### src/design/assert_macros.svh
// Assertion macros shared by the sorted table design.
// No dependencies; included by the files that carry assertions.
`ifndef ASSERT_MACROS_SVH
`define ASSERT_MACROS_SVH

`ifndef ASSERT_OFF
// Same-cycle implication
`define ASSERT_IMPL(lbl, clk, rst_n, ante, cons) \
	lbl: assert property (@(posedge clk) disable iff (!rst_n) (ante) |-> (cons)) \
		else $error("assertion failed");
// Next-cycle implication
`define ASSERT_NEXT(lbl, clk, rst_n, ante, cons) \
	lbl: assert property (@(posedge clk) disable iff (!rst_n) (ante) |=> (cons)) \
		else $error("assertion failed");
`else
`define ASSERT_IMPL(lbl, clk, rst_n, ante, cons)
`define ASSERT_NEXT(lbl, clk, rst_n, ante, cons)
`endif

`endif

### src/design/sti_pkg.sv
// Package for the sorted table: field widths, operation and status codes,
// and the result struct passed from the sequencer to the top level.
`timescale 1ns / 1ps
`default_nettype none

package sti_pkg;

	localparam int MODE_W  = 2;
	localparam int KEY_W   = 14;
	localparam int REC_W   = 16;
	localparam int POS_W   = 4;
	localparam int STAT_W  = 2;
	localparam int CNT_W   = 5;
	localparam int ENTRY_W = KEY_W + REC_W;

	// operation codes
	typedef enum logic [MODE_W-1:0] {
		MODE_INSERT = 2'd0,
		MODE_SEARCH = 2'd1,
		MODE_READ   = 2'd2,
		MODE_NOP    = 2'd3
	} mode_t;

	// result status codes
	typedef enum logic [STAT_W-1:0] {
		ST_INSERTED = 2'd0,
		ST_FULL     = 2'd1,
		ST_FOUND    = 2'd2,
		ST_MISS     = 2'd3
	} status_t;

	// one finished item from the sequencer
	typedef struct packed {
		logic              valid;
		logic              inc;
		status_t           status;
		logic [POS_W-1:0]  pos;
		logic [KEY_W-1:0]  key;
		logic [REC_W-1:0]  rec;
	} sti_res_t;

endpackage

`default_nettype wire

### src/design/sti_ram.sv
// Generic simple dual-port RAM: one write port, one registered read port.
// No dependencies.
`timescale 1ns / 1ps
`default_nettype none

module sti_ram #(
	parameter int WIDTH = 30,
	parameter int DEPTH = 16,
	localparam int AW = (DEPTH > 1) ? $clog2(DEPTH) : 1
) (
	input  wire logic             clk,
	input  wire logic             we,
	input  wire logic [AW-1:0]    waddr,
	input  wire logic [WIDTH-1:0] wdata,
	input  wire logic [AW-1:0]    raddr,
	output logic      [WIDTH-1:0] rdata
);

	logic [WIDTH-1:0] mem [DEPTH];

	// write port and registered read
	always_ff @(posedge clk) begin
		if (we) begin
			mem[waddr] <= wdata;
		end
		rdata <= mem[raddr];
	end

endmodule

`default_nettype wire

### src/design/sti_seq.sv
// Sequencer for the sorted table: insert shift, bisection and positional read
// over the entry RAM. Depends on sti_pkg.
`timescale 1ns / 1ps
`default_nettype none

module sti_seq import sti_pkg::*; #(
	parameter int CAPACITY = 16,
	localparam int IW = (CAPACITY > 1) ? $clog2(CAPACITY) : 1,
	localparam int CW = $clog2(CAPACITY + 1)
) (
	input  wire logic               clk,
	input  wire logic               arst_n,
	input  wire logic               start,
	input  wire logic [MODE_W-1:0]  mode,
	input  wire logic [KEY_W-1:0]   key,
	input  wire logic [REC_W-1:0]   record_id,
	input  wire logic [POS_W-1:0]   position,
	input  wire logic [CW-1:0]      count,
	output logic                    busy,
	output sti_res_t                res,
	output logic                    mem_we,
	output logic [IW-1:0]           mem_waddr,
	output logic [ENTRY_W-1:0]      mem_wdata,
	output logic [IW-1:0]           mem_raddr,
	input  wire logic [ENTRY_W-1:0] mem_rdata
);

	localparam int CMP_W = (CW > POS_W) ? CW : POS_W;

	typedef enum logic [2:0] {
		S_IDLE,
		S_INS_CMP,
		S_INS_PUT,
		S_SRCH_ISSUE,
		S_SRCH_CMP,
		S_RD_WAIT,
		S_FIN
	} state_t;

	state_t           state_q;
	logic [KEY_W-1:0] key_q;
	logic [REC_W-1:0] rec_q;
	logic [IW-1:0]    pos_q;
	logic [CW-1:0]    j_q;
	logic [CW-1:0]    lo_q;
	logic [CW-1:0]    hx_q;
	logic [IW-1:0]    mid_q;
	status_t          fin_q;

	logic [CW:0]      mid_sum;
	logic [IW-1:0]    mid;
	logic [CW-1:0]    cnt_m1;
	logic [CW-1:0]    j_m1;
	logic [CW-1:0]    j_m2;
	logic [KEY_W-1:0] rkey;
	logic [REC_W-1:0] rrec;
	logic             is_full;
	logic             pos_ok;
	logic             shift;

	// bisection middle: (lo + hi) / 2 with hi = hx - 1
	assign mid_sum = {1'b0, lo_q} + {1'b0, hx_q} - {{CW{1'b0}}, 1'b1};
	assign mid     = mid_sum[IW:1];
	assign cnt_m1  = count - {{(CW-1){1'b0}}, 1'b1};
	assign j_m1    = j_q - {{(CW-1){1'b0}}, 1'b1};
	assign j_m2    = j_q - {{(CW-2+1){1'b0}}, 1'b1} - {{(CW-1){1'b0}}, 1'b1};
	assign rkey    = mem_rdata[ENTRY_W-1 -: KEY_W];
	assign rrec    = mem_rdata[REC_W-1:0];
	assign is_full = (count == CW'(CAPACITY));
	assign pos_ok  = (CMP_W'(position) < CMP_W'(count));
	assign shift   = (rkey < key_q);
	assign busy    = (state_q != S_IDLE);

	// memory controls and result
	always_comb begin
		mem_raddr = '0;
		mem_we    = 1'b0;
		mem_waddr = j_q[IW-1:0];
		mem_wdata = {key_q, rec_q};
		res       = '0;
		res.status = ST_MISS;
		case (state_q)
			S_IDLE: begin
				if (start && mode == MODE_INSERT) begin
					mem_raddr = cnt_m1[IW-1:0];
				end else if (start && mode == MODE_READ) begin
					mem_raddr = IW'(position);
				end
			end
			S_INS_CMP: begin
				mem_we = 1'b1;
				if (shift) begin
					mem_wdata = mem_rdata;
					mem_raddr = j_m2[IW-1:0];
				end else begin
					res.valid  = 1'b1;
					res.inc    = 1'b1;
					res.status = ST_INSERTED;
					res.pos    = POS_W'(j_q);
					res.key    = key_q;
					res.rec    = rec_q;
				end
			end
			S_INS_PUT: begin
				mem_we     = 1'b1;
				res.valid  = 1'b1;
				res.inc    = 1'b1;
				res.status = ST_INSERTED;
				res.pos    = POS_W'(j_q);
				res.key    = key_q;
				res.rec    = rec_q;
			end
			S_SRCH_ISSUE: begin
				if (lo_q < hx_q) begin
					mem_raddr = mid;
				end else begin
					res.valid = 1'b1;
				end
			end
			S_SRCH_CMP: begin
				if (rkey == key_q) begin
					res.valid  = 1'b1;
					res.status = ST_FOUND;
					res.pos    = POS_W'(mid_q);
					res.key    = rkey;
					res.rec    = rrec;
				end
			end
			S_RD_WAIT: begin
				res.valid  = 1'b1;
				res.status = ST_FOUND;
				res.pos    = POS_W'(pos_q);
				res.key    = rkey;
				res.rec    = rrec;
			end
			S_FIN: begin
				res.valid  = 1'b1;
				res.status = fin_q;
			end
			default: begin
				res = '0;
			end
		endcase
	end

	// state and working registers
	always_ff @(posedge clk or negedge arst_n) begin
		if (!arst_n) begin
			state_q <= S_IDLE;
		end else begin
			case (state_q)
				S_IDLE: begin
					if (start) begin
						key_q <= key;
						rec_q <= record_id;
						pos_q <= IW'(position);
						lo_q  <= '0;
						hx_q  <= count;
						j_q   <= count;
						fin_q <= ST_MISS;
						case (mode)
							MODE_INSERT: begin
								if (is_full) begin
									fin_q   <= ST_FULL;
									state_q <= S_FIN;
								end else if (count == '0) begin
									state_q <= S_INS_PUT;
								end else begin
									state_q <= S_INS_CMP;
								end
							end
							MODE_SEARCH: state_q <= S_SRCH_ISSUE;
							MODE_READ:   state_q <= pos_ok ? S_RD_WAIT : S_FIN;
							default:     state_q <= S_FIN;
						endcase
					end
				end
				S_INS_CMP: begin
					if (shift) begin
						j_q <= j_m1;
						if (j_m1 == '0) begin
							state_q <= S_INS_PUT;
						end
					end else begin
						state_q <= S_IDLE;
					end
				end
				S_SRCH_ISSUE: begin
					mid_q <= mid;
					state_q <= (lo_q < hx_q) ? S_SRCH_CMP : S_IDLE;
				end
				S_SRCH_CMP: begin
					if (rkey == key_q) begin
						state_q <= S_IDLE;
					end else begin
						if (rkey < key_q) begin
							hx_q <= CW'(mid_q);
						end else begin
							lo_q <= CW'(mid_q) + {{(CW-1){1'b0}}, 1'b1};
						end
						state_q <= S_SRCH_ISSUE;
					end
				end
				S_INS_PUT, S_RD_WAIT, S_FIN: state_q <= S_IDLE;
				default: state_q <= S_IDLE;
			endcase
		end
	end

endmodule

`default_nettype wire

### src/design/sorted_table_insert_and_binary_search.sv
// Sorted (key, record id) table kept in descending key order.
// Command channel: an item is taken when start is high and busy is low.
// Mode 0 inserts after all entries with key >= the new key, mode 1 bisects
// for an exact key, mode 2 reads the entry at a position, mode 3 does nothing.
// Each item gives one result, shown for exactly one cycle with done high;
// the receiver cannot stall and must take it then.
// An insert moves entries one at a time from the end, then writes the new entry;
// a search makes at most clog2(CAPACITY + 1) probes, ending on a hit or a miss;
// a read waits for its RAM word; full and nop give their status without the RAM.
// The rate is set by the single read and write port of the entry RAM:
// an insert moves one entry per cycle, a probe takes a read then a compare.
// busy is low again in the done cycle, so the next item can be taken then.
// Reset clears the entry count and sequencer; RAM contents need no clearing,
// as only entries below the count are ever read. entry_count is the count
// after the item. Depends on sti_pkg, sti_ram, sti_seq and assert_macros.svh.
`timescale 1ns / 1ps
`default_nettype none
`include "assert_macros.svh"

module sorted_table_insert_and_binary_search import sti_pkg::*; #(
	parameter int CAPACITY = 16
) (
	input  wire logic              clk,
	input  wire logic              arst_n,
	input  wire logic              start,
	output logic                   busy,
	input  wire logic [MODE_W-1:0] mode,
	input  wire logic [KEY_W-1:0]  key,
	input  wire logic [REC_W-1:0]  record_id,
	input  wire logic [POS_W-1:0]  position,
	output logic                   done,
	output logic [STAT_W-1:0]      status,
	output logic [POS_W-1:0]       found_position,
	output logic [KEY_W-1:0]       found_key,
	output logic [REC_W-1:0]       found_record,
	output logic [CNT_W-1:0]       entry_count
);

	localparam int IW = (CAPACITY > 1) ? $clog2(CAPACITY) : 1;
	localparam int CW = $clog2(CAPACITY + 1);

	sti_res_t           res;
	logic               mem_we;
	logic [IW-1:0]      mem_waddr;
	logic [ENTRY_W-1:0] mem_wdata;
	logic [IW-1:0]      mem_raddr;
	logic [ENTRY_W-1:0] mem_rdata;

	logic               done_q;
	logic [CW-1:0]      count_q;
	logic [CW-1:0]      count_nx;
	logic [STAT_W-1:0]  status_q;
	logic [POS_W-1:0]   pos_q;
	logic [KEY_W-1:0]   key_q;
	logic [REC_W-1:0]   rec_q;
	logic [CNT_W-1:0]   cnt_out_q;

	sti_seq #(.CAPACITY(CAPACITY)) u_seq (
		.clk       (clk),
		.arst_n    (arst_n),
		.start     (start),
		.mode      (mode),
		.key       (key),
		.record_id (record_id),
		.position  (position),
		.count     (count_q),
		.busy      (busy),
		.res       (res),
		.mem_we    (mem_we),
		.mem_waddr (mem_waddr),
		.mem_wdata (mem_wdata),
		.mem_raddr (mem_raddr),
		.mem_rdata (mem_rdata)
	);

	sti_ram #(.WIDTH(ENTRY_W), .DEPTH(CAPACITY)) u_ram (
		.clk   (clk),
		.we    (mem_we),
		.waddr (mem_waddr),
		.wdata (mem_wdata),
		.raddr (mem_raddr),
		.rdata (mem_rdata)
	);

	assign count_nx = count_q + CW'(res.inc);

	// strobe and entry count
	always_ff @(posedge clk or negedge arst_n) begin
		if (!arst_n) begin
			done_q  <= 1'b0;
			count_q <= '0;
		end else begin
			done_q <= res.valid;
			if (res.valid) begin
				count_q <= count_nx;
			end
		end
	end

	// result register
	always_ff @(posedge clk) begin
		if (res.valid) begin
			status_q  <= res.status;
			pos_q     <= res.pos;
			key_q     <= res.key;
			rec_q     <= res.rec;
			cnt_out_q <= CNT_W'(count_nx);
		end
	end

	assign done           = done_q;
	assign status         = status_q;
	assign found_position = pos_q;
	assign found_key      = key_q;
	assign found_record   = rec_q;
	assign entry_count    = cnt_out_q;

	// checks
	`ASSERT_NEXT(a_take_busy, clk, arst_n, start && !busy, busy)
	`ASSERT_NEXT(a_done_single, clk, arst_n, done_q, !done_q)
	`ASSERT_IMPL(a_count_cap, clk, arst_n, 1'b1, count_q <= CW'(CAPACITY))
	`ASSERT_IMPL(a_ins_count, clk, arst_n, done_q && status_q == ST_INSERTED, count_q == CW'($past(count_q) + 1'b1))

endmodule

`default_nettype wire
### config.mk
export PLATFORM = sky130hd
export DESIGN_NAME = sorted_table_insert_and_binary_search
export DESIGN_NICKNAME = d
export VERILOG_FILES = /design/src/design/sti_pkg.sv /design/src/design/sti_ram.sv /design/src/design/sti_seq.sv /design/src/design/sorted_table_insert_and_binary_search.sv
export VERILOG_INCLUDE_DIRS = /design/src /design/src/design
export SDC_FILE = /design/constraint.sdc
export NUM_CORES = 1
export LEC_CHECK = 0
export BUFFER_PORTS_ARGS = -buffer_cell sky130_fd_sc_hd__buf_4
export CELL_PAD_IN_SITES_DETAIL_PLACEMENT = 0
export CELL_PAD_IN_SITES_GLOBAL_PLACEMENT = 2
export CORE_ASPECT_RATIO = 1.4
export CORE_MARGIN = 2
export CORE_UTILIZATION = 26
export CTS_CLUSTER_DIAMETER = 60
export DETAILED_ROUTE_END_ITERATION = 6
export PLACE_DENSITY = 0.58
export SLEW_MARGIN = 20
export SYNTH_ARGS = -nofsm -noshare
export SYNTH_HDL_FRONTEND = slang
export SYNTH_HIERARCHICAL = 1
export SYNTH_SLANG_ARGS = --single-unit
### constraint.sdc
create_clock -name clk -period 7.55 [get_ports clk]
set_input_delay 2.265 -clock clk [delete_from_list [all_inputs] [get_ports clk]]
set_output_delay 2.265 -clock clk [all_outputs]
set_load 0.05 [all_outputs]
# Word level (Yosys, flattened, before mapping)
# Memories as Yosys holds them, arrays and structs flattened. A register that Yosys moved wholly into a read port is not among the register bits.
# Cells that the tools add are included.
# op_classes
n_addsub	7
n_lt_le_gt_ge	3
eq_ne	16
mux	39
n_reduce_logical	18
# op_table
op	count
34-bit one-hot mux with 4 select lines	1
30-bit two-way mux	2
38-bit two-way mux	1
35-bit two-way mux	1
5-bit two-way mux	7
5-bit one-hot mux with 2 select lines	3
4-bit two-way mux	4
3-bit two-way mux	5
14-bit equality test	1
14-bit less-than comparator	1
3-bit one-hot mux with 4 select lines	1
4-bit one-hot mux with 3 select lines	1
5-bit logical NOT	2
2-bit one-hot mux with 5 select lines	1
5-bit AND reduction	2
5-bit by 1-bit subtractor with 5-bit output, second input constant	2
3-bit equality test, second input constant	3
3-bit one-hot mux with 3 select lines	1
2-bit two-way mux	4
4-bit by 1-bit subtractor with 4-bit output, second input constant	2
3-bit by 2-bit equality test with 1-bit output, second input constant	2
2-bit != test, second input constant	3
4-bit by 1-bit adder with 5-bit output, second input constant	1
5-bit by 1-bit adder with 5-bit output	1
22 further kinds	31
# word_totals
regBits	105
ramBits	480
inputBits	39
output_inout_bits	43
elab_cells	100
mem_count	1
# mem_list
name	words	width	read_ports	rd_ports_with_merged_regs	write_ports	line_no	source
u_ram.mem	16	30	1	1	1	sti_ram.sv:19	logic [WIDTH-1:0] mem [DEPTH];

# Logic depth before layout (Yosys ltp)
# depth
depth_word	6
mapped_depth	13
ltp_nobuf	11

# Hierarchy
# Netlist, hierarchy kept.
# modules_own_cells
module	instances	cells_each	area_each_um2	seq_area_each_um2
sti_ram	1	785	18939.4	15014.4
sti_seq	1	436	4365.4	1696.6
sorted_table_insert_and_binary_search	1	63	1515.2	1381.3

# Worst setup path after synthesis
# OpenSTA, ideal clock, no wires.
# synth_path
path_type	flip-flop to flip-flop
from	register u_seq.key_q[5]
to	register count_q[3]
setup_ps	133
t_arrival_ps	5366
required_time_ps	7417
path_slack_ps	2052
stages_incl_launch_ff	10
n_path_buf	0
path_cell_list	edfxtp_1 inv_1 ha_1 nand4_1 o21bai_4 a311oi_4 nor3_1 o21ai_0 nand4_1 xnor2_1
# synth_lines
element	line_no	source
from (decl)	sti_seq.sv:41	logic [KEY_W-1:0] key_q;
from (signal assigned)	sti_seq.sv:154	key_q <= key;
to (signal assigned)	sorted_table_insert_and_binary_search.sv:95	count_q <= count_nx;
to (decl)	sorted_table_insert_and_binary_search.sv:50	logic [CW-1:0] count_q;

# Worst setup path after layout
# layout_path
from	register u_seq.key_q[5]
to	register u_ram.rdata[2], read port of u_ram.mem
# layout_between
elab_chain_cells	3
# layout_lines
element	line_no	source
14-bit less-than comparator	sti_seq.sv:71	assign shift = (rkey < key_q);
4-bit two-way mux	sti_seq.sv:92	if (shift) begin
4-bit one-hot mux with 3 select lines	sti_seq.sv:82	case (state_q)
via mem_raddr[0]	sorted_table_insert_and_binary_search.sv:46	logic [IW-1:0] mem_raddr;
to (decl)	sti_ram.sv:16	output logic [WIDTH-1:0] rdata
# The timed path passes the listed nets, and every way through them passes these cells.
# A chain may end at the register's enable or synchronous reset.

==> results.py <==
metrics = {
    "outcome": {
        "status": "finished clean",
    },
    "critical_path": {
        "critPathMaxFanout": 39,
        "crit_path_end_kind": "flop",
        "r2r_cells": 11,
        "crit_required_ps": 8050,
        "start_kind": "flop",
        "timing_worst_setup_path_type": "flop to flop",
        "arrival_ps": 5100,
    },
    "clock_network": {
        "clkSinkCount": 614,
        "clk_pin_slew_ps": 60,
        "ctsRootBufferMaster": "clkbuf_16",
        "postCtsSetupRepairBufs": 0,
        "cts_hold_buf": 0,
        "cts_buffers": 57,
        "clock_latency_ps": 630,
        "clk_path_buf_depth": 3,
        "cts_tree": "done",
        "cts_resized": 0,
        "htree_levels": 2,
    },
    "sta": {
        "setup_tns_ps": 0,
        "setup_violations": 0,
        "period_minus_slack_ps": 4600,
        "period_share_pct": 60.9,
        "skew_ps": 31.6,
        "slew_headroom_pct": 40.4,
        "slew_violations": 0,
        "fmax_mhz": 217,
        "hold_viol": 0,
        "grt_setup_unrepaired": "no",
        "worstMarginPinSlew_ps": 894,
    },
    "drt": {
        "wirelength_um": 65000,
        "viasPerCell": 4.75,
        "vias": 12647,
        "ant_nets": 0,
        "drc": 0,
        "first_pass_iters": 6,
        "drtIter0Drc": 935,
        "wl_per_cell_um": 24.4,
        "wl_met2_um": 33600,
        "dr_wl_met3_um": 2080,
        "wl_met1_um": 27500,
        "top_layer": "met4",
    },
    "grt": {
        "grt_max_degree": 57,
        "grt_pass1_vias": 13119,
        "grt_first_pass_wirelength_um": 93000,
        "antenna_found_initial": 0,
        "overflow": 0,
        "track_usage_pct": 13.2,
    },
    "placed_design": {
        "io_buffers": 81,
        "hpwl_um": 36300,
        "place_congestion": 0.768,
    },
    "logic_synthesis": {
        "yosys_warnings": 6,
        "netlist.area_leader.share_pct": 69.6,
        "synth_cells": 1284,
        "synthTopCellsByArea": "edfxtp_1 (70%), mux4_2 (6.0%), mux4_1 (5.7%)",
        "synth_area_leader_cell": "edfxtp_1",
        "synth_flop_cell": "edfxtp_1",
        "ys_seq_area_share_pct": 72.9,
        "ys_ff_latch": 614,
        "synth_cell_type_count": 61,
        "synth.avg_cell_area_sq_um": 19.3,
        "async_reset_ff_share_pct": 1.47,
        "synth-edff-count": 575,
        "syn_area_sq_um": 24800,
        "syn_nets": 1359,
    },
    "run": {
        "maxCapViolCount": 0,
    },
    "floorplanning": {
        "io_pins": 82,
        "num_rows": 134,
        "chipWidth_um": 265,
        "die_h_um": 370,
        "start_util_pct": 26.1,
        "dieArea_sq_um": 98000,
        "coreArea_sq_um": 95100,
    },
    "min_path": {
        "hold_class": "flop to flop",
        "holdPathStages": 2,
    },
    "final_layout": {
        "antenna_cells": 0,
        "drive_gt1_share_pct": 23.9,
        "layout.nets": 1465,
        "syn_to_final_growth_pct": 15.9,
    },
    "pwr": {
        "power_leakage_nw": 9.26,
        "irDropWorstVdd_mv": 0.216,
        "p_total_mw": 11.4,
        "powerDensity_nw_per_um2": 395,
    },
}
-- worst max-delay path: stages, from the launching register on --
cell,delay (ps)
edfxtp_1,510
inv_1,110
ha_1,330
nand4_1,190
o21bai_4,170
a311oi_4,200
nor2_4,660
a221o_4,820
buf_4,570
mux4_1,610
a22oi_1,170
nand2_1,70
-- cell families (layout without fill, tap and decap cells) --
family	count (synthesis)	in the layout	synth area share, %
compound gates	200	200	5.80
fa+ha+maj	36	36	1.85
simple gates	155	155	3.03
xor+xnor	17	17	0.600
mux	153	153	13.2
buf+inv	109	262	2.63
flops	614	614	72.9
-- stage by stage --
| step | instances | setup WS [ps] | hold WS [ps] | area [sq um] | util [%] |
|---|---|---|---|---|---|
| finish | 2661 | 2950 | 575 | 28800 | 30.3 |
| global route | 2661 | 2580 | 615 | 28800 | 30.3 |
| CTS | 2661 | 2800 | 578 | 28800 | 30.3 |
| detailed placement | 2555 | 2290 | 562 | 26900 | 28.3 |
| global placement | 2555 | 2270 | 557 | 26900 | 28.3 |
| floorplan | 1284 | 2050 | 522 | 24800 | - |
-- final cells by class --
| class | count | area, sq um |
|---|---|---|
| clock inverter | 41 | 368 |
| tap | 1224 | 1530 |
| fill | 9216 | 66300 |
| sequential | 614 | 18100 |
| clock buffer | 65 | 1500 |
| inverter | 40 | 150 |
| multi-input combinational | 561 | 6250 |
| timing repair buffer | 116 | 883 |
-- placed cells by master (no fill, tap or decap), types with 9 or more instances in the layout --
cell type and n:
a21oi_1 19, a22oi_1 90, buf_4 115, clkbuf_16 58, clkinv_2 15, clkinvlp_4 9
dfrtp_1 9, dfxtp_1 30, edfxtp_1 575, ha_1 35, inv_1 40, mux2_2 32
mux4_1 54, mux4_2 66, nand2_1 65, nor2_1 13, nor2_4 15, o21ai_0 32
o31ai_1 17, xnor2_1 14
-- synthesized netlist by cell type, drive strengths merged, types with 19 or more instances --
cell    instances
buf            35
a21oi          19
inv            40
mux4          120
edfxtp        575
a22oi          90
o21ai          33
nor2           30
clkbuf         34
ha             35
dfxtp          30
mux2           32
nand2          65
-- final timing paths --
kind                                               start                           end  slack (ps)
max in group asynchronous                         arst_n                done$_DFF_PN0_        5870
worst min register to register   u_ram/rdata[14]$_DFF_P_    found_record[14]$_DFFE_PP_         580
min in group asynchronous                         arst_n  u_seq/state_q[0]$_DFFE_PN0P_        1480
worst max-delay path            u_seq/key_q[5]$_DFFE_PP_        u_ram/rdata[2]$_DFF_P_        2950
worst max register to register  u_seq/key_q[5]$_DFFE_PP_        u_ram/rdata[2]$_DFF_P_        2950
worst min-delay path             u_ram/rdata[14]$_DFF_P_    found_record[14]$_DFFE_PP_         580
-- layer usage --
layer	GRT usage (%)	up-vias
li1	-	5481
met1	16.6	6772
met2	23.5	283
met3	1.57	111
met4	4.11	0
met5	0	-
-- power breakdown --
group          internal [mW]  leakage [nW]  total (mW)  switching (mW)
logic                   1.26          2.77        3.63            2.37
registers               4.56          5.59        4.84           0.282
clock network           1.60         0.899        2.89            1.29
-- flip-flops by register name (all words and copies together), names as in the netlist, 5 cells and up --
| signal | flops |
|---|---|
| found_record | 16 |
| u_seq/rec_q | 16 |
| u_ram/mem | 480 |
| count_q | 5 |
| u_seq/key_q | 14 |
| entry_count | 5 |
| u_ram/rdata | 30 |
| u_seq/lo_q | 5 |
| u_seq/j_q | 5 |
| u_seq/hx_q | 5 |
| found_key | 14 |
No activity file was read; power rests on OpenSTA's default activity.
